`src/design/sxf_pkg.sv`:
```
package sxf_pkg;

    // operation codes of an input item
    localparam logic [1:0] OP_CLEAR = 2'd0;
    localparam logic [1:0] OP_DRAW  = 2'd1;
    localparam logic [1:0] OP_READ  = 2'd2;

    // kinds of a result item
    localparam logic [1:0] KIND_CLEAR = 2'd0;
    localparam logic [1:0] KIND_DRAW  = 2'd1;
    localparam logic [1:0] KIND_READ  = 2'd2;

    // field widths
    localparam int OP_W     = 2;
    localparam int POS_W    = 8;
    localparam int ROFF_W   = 4;
    localparam int SPRITE_W = 8;
    localparam int KIND_W   = 2;
    localparam int PIX_W    = 64;

    // default screen geometry
    localparam int DEF_SCREEN_COLS = 64;
    localparam int DEF_SCREEN_ROWS = 32;

    // fixed-point scale of the reciprocals used for the wrap-around
    localparam int RECIP_SHIFT = 16;

endpackage

```
`src/design/sxf_ram.sv`:
```
module sxf_ram #(
    parameter int WIDTH = 64,
    parameter int DEPTH = 32
) (
    input  logic                     clk,
    input  logic                     we,
    input  logic [$clog2(DEPTH)-1:0] waddr,
    input  logic [WIDTH-1:0]         wdata,
    input  logic                     re,
    input  logic [$clog2(DEPTH)-1:0] raddr,
    output logic [WIDTH-1:0]         rdata
);

    logic [WIDTH-1:0] mem [DEPTH];
    logic [WIDTH-1:0] rdata_reg;

    // one write port, one registered read port
    always_ff @(posedge clk) begin
        if (we) begin
            mem[waddr] <= wdata;
        end
        if (re) begin
            rdata_reg <= mem[raddr];
        end
    end

    assign rdata = rdata_reg;

endmodule

```
`src/design/sprite_xor_framebuffer.sv`:
```
// One-bit display store of SCREEN_ROWS rows by SCREEN_COLS columns, one row per
// memory word, column 0 in the top bit. A draw item XORs eight sprite pixels into row
// (y_pos + row_offset) mod SCREEN_ROWS starting at column x_pos mod SCREEN_COLS,
// wrapping at the right edge, and sets a sticky collision flag when a lit pixel goes
// dark; row_offset 0 restarts the flag and an item with last_row set returns it.
// A read item returns the first 64 columns of row y_pos mod SCREEN_ROWS. A clear
// item blanks the screen in one step through per-row valid bits. Every item reads its
// row from the row memory on acceptance, then in ST_MODIFY modifies it and, for a draw,
// writes it back. The next item is taken while a result waits on the m_ side; a new result
// waits for that slot to empty. Operation code 3 is dropped with no result.
module sprite_xor_framebuffer #(
    parameter int SCREEN_COLS = sxf_pkg::DEF_SCREEN_COLS,
    parameter int SCREEN_ROWS = sxf_pkg::DEF_SCREEN_ROWS
) (
    input  logic                          aclk,
    input  logic                          aresetn,
    input  logic                          s_valid,
    output logic                          s_ready,
    input  logic [sxf_pkg::OP_W-1:0]      s_operation,
    input  logic [sxf_pkg::POS_W-1:0]     s_x_pos,
    input  logic [sxf_pkg::POS_W-1:0]     s_y_pos,
    input  logic [sxf_pkg::ROFF_W-1:0]    s_row_offset,
    input  logic [sxf_pkg::SPRITE_W-1:0]  s_sprite_byte,
    input  logic                          s_last_row,
    output logic                          m_valid,
    input  logic                          m_ready,
    output logic                          m_collision,
    output logic [sxf_pkg::PIX_W-1:0]     m_row_pixels,
    output logic [sxf_pkg::KIND_W-1:0]    m_result_kind
);

    import sxf_pkg::*;

    localparam int COL_W   = $clog2(SCREEN_COLS);
    localparam int ROW_W   = $clog2(SCREEN_ROWS);
    localparam int SUM_W   = POS_W + 1;
    localparam int RECIP_W = RECIP_SHIFT + 1;
    localparam int COL_RECIP = (1 << RECIP_SHIFT) / SCREEN_COLS;
    localparam int ROW_RECIP = (1 << RECIP_SHIFT) / SCREEN_ROWS;
    localparam int PROD_W  = SUM_W + RECIP_W;

    typedef enum logic [1:0] {
        ST_IDLE   = 2'b01,
        ST_MODIFY = 2'b10
    } state_t;

    // column wrap: reciprocal estimate, then one correcting subtract
    function automatic logic [COL_W-1:0] wrap_col(input logic [POS_W-1:0] val);
        logic [PROD_W-1:0] prod;
        logic [SUM_W-1:0]  quot;
        logic [2*SUM_W-1:0] qc;
        logic [SUM_W-1:0]  rem;
        prod = PROD_W'(val) * PROD_W'(COL_RECIP);
        quot = prod[RECIP_SHIFT +: SUM_W];
        qc   = (2*SUM_W)'(quot) * (2*SUM_W)'(SCREEN_COLS);
        rem  = SUM_W'(val) - qc[SUM_W-1:0];
        if (rem >= SUM_W'(SCREEN_COLS)) begin
            rem = rem - SUM_W'(SCREEN_COLS);
        end
        return rem[COL_W-1:0];
    endfunction

    // row wrap, same scheme on the wider row sum
    function automatic logic [ROW_W-1:0] wrap_row(input logic [SUM_W-1:0] val);
        logic [PROD_W-1:0] prod;
        logic [SUM_W-1:0]  quot;
        logic [2*SUM_W-1:0] qc;
        logic [SUM_W-1:0]  rem;
        prod = PROD_W'(val) * PROD_W'(ROW_RECIP);
        quot = prod[RECIP_SHIFT +: SUM_W];
        qc   = (2*SUM_W)'(quot) * (2*SUM_W)'(SCREEN_ROWS);
        rem  = val - qc[SUM_W-1:0];
        if (rem >= SUM_W'(SCREEN_ROWS)) begin
            rem = rem - SUM_W'(SCREEN_ROWS);
        end
        return rem[ROW_W-1:0];
    endfunction

    state_t                state_reg, state_next;
    logic [OP_W-1:0]       op_reg;
    logic [ROW_W-1:0]      row_reg;
    logic [COL_W-1:0]      col_reg;
    logic [SPRITE_W-1:0]   sprite_reg;
    logic                  last_reg;
    logic                  restart_reg;
    logic                  erase_seen_reg, erase_seen_next;
    logic [SCREEN_ROWS-1:0] row_valid_reg, row_valid_next;
    logic                  m_valid_reg, m_valid_next;
    logic                  m_collision_reg, m_collision_next;
    logic [PIX_W-1:0]      m_pixels_reg, m_pixels_next;
    logic [KIND_W-1:0]     m_kind_reg, m_kind_next;

    logic                  accept;
    logic [SUM_W-1:0]      row_sum;
    logic [ROW_W-1:0]      row_addr;
    logic [SCREEN_COLS-1:0] ram_rdata;
    logic [SCREEN_COLS-1:0] cur_row;
    logic [SCREEN_COLS-1:0] draw_mask;
    logic [SCREEN_COLS-1:0] new_row;
    logic [PIX_W-1:0]      read_pix;
    logic                  erased;
    logic                  out_needed;
    logic                  mod_go;
    logic                  ram_we;

    // input side: one item at a time, read issued on acceptance
    assign s_ready = (state_reg == ST_IDLE);
    assign accept  = s_valid && s_ready;
    assign row_sum = (s_operation == OP_DRAW)
                   ? SUM_W'(s_y_pos) + SUM_W'(s_row_offset)
                   : SUM_W'(s_y_pos);
    assign row_addr = wrap_row(row_sum);

    sxf_ram #(
        .WIDTH (SCREEN_COLS),
        .DEPTH (SCREEN_ROWS)
    ) u_row_ram (
        .clk   (aclk),
        .we    (ram_we),
        .waddr (row_reg),
        .wdata (new_row),
        .re    (accept),
        .raddr (row_addr),
        .rdata (ram_rdata)
    );

    // a row not written since the last clear reads as blank
    assign cur_row = row_valid_reg[row_reg] ? ram_rdata : '0;

    // sprite pixels placed on the row, wrapping at the right edge
    always_comb begin
        logic [COL_W:0]   col;
        logic [COL_W-1:0] idx;
        draw_mask = '0;
        for (int k = 0; k < SPRITE_W; k++) begin
            col = (COL_W+1)'(col_reg) + (COL_W+1)'(k);
            if (col >= (COL_W+1)'(SCREEN_COLS)) begin
                col = col - (COL_W+1)'(SCREEN_COLS);
            end
            idx = COL_W'(SCREEN_COLS - 1) - col[COL_W-1:0];
            draw_mask[idx] = sprite_reg[SPRITE_W-1-k];
        end
    end

    assign new_row = cur_row ^ draw_mask;
    assign erased  = |(cur_row & draw_mask);

    // display row: first 64 columns, columns past the screen read as zero
    for (genvar c = 0; c < PIX_W; c++) begin : g_read_pix
        if (c < SCREEN_COLS) begin : g_col
            assign read_pix[PIX_W-1-c] = cur_row[SCREEN_COLS-1-c];
        end else begin : g_pad
            assign read_pix[PIX_W-1-c] = 1'b0;
        end
    end

    // finish the item once the result slot is free, or at once if it gives no result
    assign out_needed = (op_reg == OP_CLEAR) || (op_reg == OP_READ)
                     || ((op_reg == OP_DRAW) && last_reg);
    assign mod_go = (state_reg == ST_MODIFY)
                 && (!out_needed || !m_valid_reg || m_ready);
    assign ram_we = mod_go && (op_reg == OP_DRAW);

    // next-state logic
    always_comb begin
        logic seen;
        state_next       = state_reg;
        erase_seen_next  = erase_seen_reg;
        row_valid_next   = row_valid_reg;
        m_valid_next     = m_valid_reg && !m_ready;
        m_collision_next = m_collision_reg;
        m_pixels_next    = m_pixels_reg;
        m_kind_next      = m_kind_reg;
        seen             = (erase_seen_reg && !restart_reg) || erased;

        unique case (state_reg)
            ST_IDLE: begin
                if (accept) begin
                    state_next = ST_MODIFY;
                end
            end
            ST_MODIFY: begin
                if (mod_go) begin
                    state_next = ST_IDLE;
                    case (op_reg)
                        OP_CLEAR: begin
                            row_valid_next   = '0;
                            m_valid_next     = 1'b1;
                            m_collision_next = 1'b0;
                            m_pixels_next    = '0;
                            m_kind_next      = KIND_CLEAR;
                        end
                        OP_DRAW: begin
                            erase_seen_next         = seen;
                            row_valid_next[row_reg] = 1'b1;
                            if (last_reg) begin
                                m_valid_next     = 1'b1;
                                m_collision_next = seen;
                                m_pixels_next    = '0;
                                m_kind_next      = KIND_DRAW;
                            end
                        end
                        OP_READ: begin
                            m_valid_next     = 1'b1;
                            m_collision_next = 1'b0;
                            m_pixels_next    = read_pix;
                            m_kind_next      = KIND_READ;
                        end
                        default: begin
                        end
                    endcase
                end
            end
            default: begin
                state_next = ST_IDLE;
            end
        endcase
    end

    // control registers
    always_ff @(posedge aclk) begin
        if (!aresetn) begin
            state_reg      <= ST_IDLE;
            erase_seen_reg <= 1'b0;
            row_valid_reg  <= '0;
            m_valid_reg    <= 1'b0;
        end else begin
            state_reg      <= state_next;
            erase_seen_reg <= erase_seen_next;
            row_valid_reg  <= row_valid_next;
            m_valid_reg    <= m_valid_next;
        end
    end

    // item and result payload
    always_ff @(posedge aclk) begin
        if (accept) begin
            op_reg      <= s_operation;
            row_reg     <= row_addr;
            col_reg     <= wrap_col(s_x_pos);
            sprite_reg  <= s_sprite_byte;
            last_reg    <= s_last_row;
            restart_reg <= (s_row_offset == '0);
        end
        m_collision_reg <= m_collision_next;
        m_pixels_reg    <= m_pixels_next;
        m_kind_reg      <= m_kind_next;
    end

    assign m_valid       = m_valid_reg;
    assign m_collision   = m_collision_reg;
    assign m_row_pixels  = m_pixels_reg;
    assign m_result_kind = m_kind_reg;

endmodule

```
`config.mk`:
```
export PLATFORM = sky130hd
export DESIGN_NAME = sprite_xor_framebuffer
export DESIGN_NICKNAME = d
export VERILOG_FILES = /design/src/design/sxf_pkg.sv /design/src/design/sxf_ram.sv /design/src/design/sprite_xor_framebuffer.sv
export SDC_FILE = /design/constraint.sdc
export NUM_CORES = 2
export LEC_CHECK = 0
export ABC_AREA = 1
export BUFFER_PORTS_ARGS = -buffer_cell sky130_fd_sc_hd__buf_2
export CORE_MARGIN = 2
export CORE_UTILIZATION = 55
export CTS_CLUSTER_DIAMETER = 150
export DETAILED_ROUTE_END_ITERATION = 8
export MAX_ROUTING_LAYER = met4
export PLACE_DENSITY = 0.72
export SETUP_SLACK_MARGIN = 0.5
export SLEW_MARGIN = 10
export SYNTH_ARGS = -nofsm -noshare
export SYNTH_HDL_FRONTEND = slang
export SYNTH_SLANG_ARGS = --single-unit
```
`constraint.sdc`:
```
create_clock -name aclk -period 8.15 [get_ports aclk]
set_input_delay 0.815 -clock aclk [delete_from_list [all_inputs] [get_ports aclk]]
set_output_delay 0.815 -clock aclk [all_outputs]
set_load 0.02 [all_outputs]
```
# ---- After elaboration in Yosys (flattened, before gate mapping)
# Memory sizes are Yosys's and may differ from the RTL's. A register that Yosys moved wholly into a read port is not among the register bits.
# Cells that the tools add are included.
dict set report totals {
  reg_bits 126
  mem_bits_rw 2048
  input_bits 35
  output_inout_bits 69
  word_cells 173
  mem_count 1
}
dict set report op_classes {
  n_addsub 28
  n_lt_le_gt_ge 28
  n_eq_ne 8
  n_mux 55
  bitwise_logic 4
  reduce_logical 36
}
# memory words word_bits read_ports rd_clocked_by_memory_dff wr line
set memory_table {}
lappend memory_table {u_row_ram.mem 32 64 1 1 1 sxf_ram.sv:14} ;# logic [WIDTH-1:0] mem [DEPTH];
# operator n
set ops {}
lappend ops {{64-bit bitwise mux} 7}
lappend ops {{64-bit case mux with 3 select lines} 1}
lappend ops {{64-bit AND} 2}
lappend ops {{64-bit two-way mux} 2}
lappend ops {{32-bit case mux with 2 select lines} 1}
lappend ops {{64-bit OR reduction} 1}
lappend ops {{64-bit bitwise XOR} 1}
lappend ops {{6-bit by 7-bit < comparator with 1-bit output (second input constant)} 8}
lappend ops {{6-bit two-way mux} 9}
lappend ops {{6-bit by 1-bit subtractor with 6-bit output (second input constant)} 9}
lappend ops {{7-bit >= comparator (second input constant)} 7}
lappend ops {{1-bit demux with 6-bit select} 8}
lappend ops {{6-bit by 1-bit >= comparator with 1-bit output (second input constant)} 8}
lappend ops {{6-bit subtractor (first input constant)} 8}
lappend ops {{32-bit OR} 1}
lappend ops {{6-bit by 3-bit adder with 7-bit output (second input constant)} 4}
lappend ops {{1-bit two-way mux} 16}
lappend ops {{1-bit logical AND} 15}
lappend ops {{6-bit by 2-bit adder with 7-bit output (second input constant)} 2}
lappend ops {{8-bit by 4-bit adder with 9-bit output} 1}
lappend ops {{9-bit by 6-bit >= comparator with 1-bit output (second input constant)} 1}
lappend ops {{9-bit by 7-bit >= comparator with 1-bit output (second input constant)} 1}
lappend ops {{9-bit two-way mux} 1}
lappend ops {{8-bit by 8-bit subtractor with 9-bit output} 1}
lappend ops {{other kinds (27)} 44}

# ---- Longest topological paths before layout
dict set report logic_depth {
  ltp_word 20
  depth_mapped 25
  mapped_depth_nobuf 23
}

# ---- Hierarchy
# From an unflattened synthesis, not the netlist that was laid out.
dict set report unflattened {
  hier_cells 8909
  area_unflattened_um2 96986.8
}
# mod n_inst cells_per_inst area_each_um2
set by_module_without_submodules {}
lappend by_module_without_submodules {sxf_ram 1 6768 83615.2}
lappend by_module_without_submodules {sprite_xor_framebuffer 1 2141 13371.6}

# ---- Worst setup path after synthesis
# OpenSTA, ideal clock, no wires.
dict set report synth_path {
  path_kind {in2reg}
  startpoint {input port s_valid}
  endpoint {register state_reg[0]}
  setup_time_ps 127
  arrival_time_ps 4896
  required_time_ps 8023
  setup_slack_ps 3127
  path_stages 4
  cell_sequence {inv_1 -> nor2_1 -> a31o_2 -> nand2_1}
}
dict set report synth_between {
  elab_chain_len 3
}
# element line
set synth_rtl {}
lappend synth_rtl {{start, declared} sprite_xor_framebuffer.sv:17} ;# input logic s_valid,
lappend synth_rtl {{1-bit logical AND} sprite_xor_framebuffer.sv:108} ;# assign accept = s_valid && s_ready;
lappend synth_rtl {{via accept} sprite_xor_framebuffer.sv:93} ;# logic accept;
lappend synth_rtl {{2-bit by 1-bit inequality test with 1-bit output (no line)} -}
lappend synth_rtl {{2-bit AND reduction (no line)} -}
lappend synth_rtl {{end signal, assigned} sprite_xor_framebuffer.sv:228} ;# state_reg <= state_next;
lappend synth_rtl {{end, declared} sprite_xor_framebuffer.sv:79} ;# state_t state_reg, state_next;
# The timed path passes the listed nets, and every way through them passes these cells.
# A chain may end at the register's enable or synchronous reset.

# ---- Worst setup path in the final report
dict set report layout_path {
  startpoint {register col_reg[1]}
  endpoint {register m_collision_reg (netlist: m_collision), data pin}
}
dict set report layout_between {
  elab_chain_len 20
  elab_cells_between_ends 92
  cone_classes {add/sub: 23; order compare: 24; mux: 33; bitwise: 2; reduce/logical: 10}
}
# element line
set layout_rtl {}
lappend layout_rtl {{start, declared} sprite_xor_framebuffer.sv:82} ;# logic [COL_W-1:0] col_reg;
lappend layout_rtl {{start signal, assigned} sprite_xor_framebuffer.sv:240} ;# col_reg <= wrap_col(s_x_pos);
lappend layout_rtl {{6-bit by 1-bit adder with 7-bit output, or another cell as far along} sprite_xor_framebuffer.sv:136} ;# col = (COL_W+1)'(col_reg) + (COL_W+1)'(k);
lappend layout_rtl {{6-bit by 1-bit subtractor with 6-bit output, or another cell as far along} sprite_xor_framebuffer.sv:138} ;# col = col - (COL_W+1)'(SCREEN_COLS);
lappend layout_rtl {{6-bit two-way mux or 6-bit subtractor (tied branches)} {sprite_xor_framebuffer.sv:137, sprite_xor_framebuffer.sv:140}}
lappend layout_rtl {{6-bit subtractor, or another cell as far along} sprite_xor_framebuffer.sv:140} ;# idx = COL_W'(SCREEN_COLS - 1) - col[COL_W-1:0];
lappend layout_rtl {{6-bit by 7-bit < comparator with 1-bit output (not written as such), or another cell as far along} sprite_xor_framebuffer.sv:141} ;# draw_mask[idx] = sprite_reg[SPRITE_W-1-k];
lappend layout_rtl {{1-bit logical AND (not written as such) or 1-bit two-way mux (tied branches)} sprite_xor_framebuffer.sv:141}
lappend layout_rtl {{1-bit two-way mux (not written as such) or 1-bit demux with 6-bit select (tied branches)} sprite_xor_framebuffer.sv:141}
lappend layout_rtl {{1-bit demux with 6-bit select or 64-bit AND (tied branches)} -}
lappend layout_rtl {{64-bit bitwise mux (6 in a row)} sprite_xor_framebuffer.sv:141}
lappend layout_rtl {{64-bit bitwise mux *} sprite_xor_framebuffer.sv:141}
lappend layout_rtl {{64-bit AND *} sprite_xor_framebuffer.sv:146} ;# assign erased = |(cur_row & draw_mask);
lappend layout_rtl {{64-bit OR reduction *} sprite_xor_framebuffer.sv:146}
lappend layout_rtl {{1-bit logical OR *} sprite_xor_framebuffer.sv:174} ;# seen = (erase_seen_reg && !restart_reg) || erased;
lappend layout_rtl {{1-bit two-way mux *} sprite_xor_framebuffer.sv:196} ;# if (last_reg) begin
lappend layout_rtl {{1-bit case mux with 2 select lines *} sprite_xor_framebuffer.sv:185} ;# case (op_reg)
lappend layout_rtl {{end signal, assigned} sprite_xor_framebuffer.sv:245} ;# m_collision_reg <= m_collision_next;
lappend layout_rtl {{end, declared} sprite_xor_framebuffer.sv:89} ;# logic m_collision_reg, m_collision_next;
# Mark *: on every way between the ends. The rest lies on a longest branch, timed or not. The select of a mux whose other input is x is not followed.

==> impl_results.md <==
- Initial DRT Pass Iterations: 8
- Post-cts sizing count: 0
- DRC: 0
- Commonest cells after routing, fill and taps aside: edfxtp_1, nor2_1, nand2_1, o21ai_0, nand3_1
- Maximum clock rate: about 0.17 GHz
- Die width: 421 µm
- Slew margin rel.: 21.7%
- Wirelength per Cell: 28.2 µm
- Netlist cell types: 49
- Xor and xnor area share after synthesis: 0.152%
- Final Wtd Congestion: 1.03
- Unrepaired setup endpoints after global routing: false
- Final HPWL DP: approximately 160 mm
- Initial DRC count: 11,700
- # IOs: around 100
- Synth Area in Compound Gates: 10.4%
- Synth Area in Adders: 0.965%
- Final setup viols: 0
- Placed Instances: 10,400
- Final Critical Period: 5.95 ns
- Worst Path Max Fanout: 12
- Setup Skew: 0.0481 ns
- Post-synthesis simple-gate area fraction: around 15%
- Sequential element share of the synthesized area: 70.1%
- Crit start category: flop
- Antenna violations before repair: 5
- Least-Margin Pin Slew: 1.17 ns
- Status: completed
- Leakage: 0.0364 µW
- Syn Inst Count: 8,381
- Clock buffer depth: 3
- Post-CTS setup buffers: 0
- CTS Hold Buffers Added: 0
- Setup slack at placement: 2.55 ns
- Fin nets: 8,370
- Yosys warns: 0
- Syn_area_per_cell: 11.4 µm²
- Period Utilization, post-route: 73.0%
- Die Span Y: roughly 420 µm
- Peak VDD IR: between 0.2 and 0.25 mV
- Slew Limit Fails: 0
- Overflow after GRT: 0
- Vias in the first global route: 63,600
- Area grow syn2layout: 9.54%
- Clk sink count: 2,238
- Final non-filler cell total: about 11,000
- Routed Antenna Nets: 0
- Max_cap viols: 0
- Setup TNS: 0 ns
- H-tree depth: 4
- Die area: 0.177 mm²
- CP top delay family: simple AND/OR/NAND/NOR gates
- GRT Util Overall: 34.9%
- Cell Chain, Critical Path: inv_1 > ha_1 > inv_1 > nand3_1 > buf_4 > clkinv_1 > nand3_1 > nand3_1 > o21ai_0 > nand4_1 > nand2_1 > nand2_1 > ha_1 > nor4_1 > nand4_1 > nor2_1 > o211ai_1 > nand2_1 > inv_1
- Worst Path Arrival: 6.61 ns
- Via count: 69,000
- #FFs+latches synth: 2,238
- Initial core utilization: 55.5%
- Leading cell type in the layout, fill and taps excluded: edfxtp_1
- Pwr Density: 240 mW/mm²
- Layout cells sized above 1: 7.65%
- Worst R2R Path Depth: 19
- Worst-Skew Late Latency: 0.90 ns
- Largest family of logic cells by synthesized area: simple AND/OR/NAND/NOR gates
- Post-layout util: 60.8%
- TritonCTS clock tree: yes
- Hold Fails Final Rpt: 0
- Cell row count: 152
- Worst hold stages: 1
- R2r setup slk: ~2.2 ns
- Syn Nets: 8,489
- Share of synthesized area spent on multiplexers: 0%
- Crit. End Element: flop
- CP Depth: 19
- Clk root buf: clkbuf_16
- Routed WL: 303 mm
- Worst Path Buf+Inv: 5
- Setup slack after layout: 2.20 ns
- Critical path type: reg2reg
- Ys async rst share: 0%
- Core area: 0.172 mm²
- Clk slew on worst S/H paths: 0.07 ns
- Main flop type after synthesis: edfxtp_1
- Worst min path class: in2reg
- TritonCTS Buffers: 213
- Max incr delay on CP: 0.85 ns
- Worst path slowest cell: edfxtp_1
- Mean number of vias per cell: 6.41
- First-pass GRT wire length: 433 mm
- Max reg flops: between 2,000 and 2,500
- Cell Area, Synth: 0.0954 mm²
- Worst EP required: 8.81 ns
- EDFF count, synth: around 2,200
- Largest net degree at the start of global routing: 236
- Port Buffers: 98
==> final timing paths <==
path / start / endpoint
max: col_reg[1] / m_collision
min: s_sprite_byte[1] / sprite_reg[1]
min reg2reg: row_valid_reg[21] / row_valid_reg[21]
max reg2reg: col_reg[1] / m_collision
==> power by group <==
group / internal, µW / switching [µW]
combinational: 592 / 1960
clock: 5350 / 4340
sequential: 12800 / 31.0
total: 18800 / 6330
==> metal layers <==
layer	wire length, µm	track usage, %	share of wire, %
met5	0	-	0
met4	17300	17.7	5.7
met3	35400	5.98	12
met2	136000	51.1	45
met1	115000	47.5	38
==> metrics by stage <==
step / power (µW) / hold WS [ns] / area (µm²)
after floorplan: 14700 / 0.436 / 95400
after global placement: 15500 / 0.443 / 97700
after detailed placement: 15600 / 0.449 / 97700
after CTS: 25000 / 0.0408 / 105000
after global routing: 25800 / 0.0629 / 105000
final: 25100 / 0.0870 / 105000
==> cells in the mapped netlist (5+ instances only) <==
cell type	n	area share [%]
nor4_1	17	0.11
o21ai_0	1096	5.7
o21ai_1	37	0.19
nor3_1	115	0.60
a21oi_1	135	0.71
buf_2	168	0.88
clkinv_1	10	0.039
nor2_4	8	0.094
nand4_1	69	0.45
buf_4	24	0.19
nor2_1	1395	5.5
o22ai_1	457	3.0
xor2_1	5	0.046
dfxtp_1	36	0.76
edfxtp_1	2202	69
a31oi_1	10	0.066
clkbuf_1	332	1.3
inv_1	279	1.1
nor2_2	15	0.098
o31ai_1	13	0.10
nand3_2	7	0.073
inv_2	29	0.11
nand3_1	570	3.0
nand2_2	12	0.079
o211ai_1	52	0.41
ha_1	72	0.94
nand2_1	1147	4.5
buf_1	27	0.11
==> cell families after synthesis <==
kind of cell,after synthesis
compound gates,1812
xor+xnor,11
fa+ha+maj,73
buf+inv,873
flops,2238
simple gates,3374
==> cell type report <==
type,count,area (µm²)
Fill cell,13100,67400
Sequential cell,2238,66800
Multi-Input combinational cell,5270,25100
Clock buffer,273,5600
Tap cell,2310,2890
Timing Repair Buffer,220,1610
Inverter,319,1320
Clock inverter,121,1190
Antenna cell,1,2.50
No activity file was read; power rests on OpenSTA's default activity.
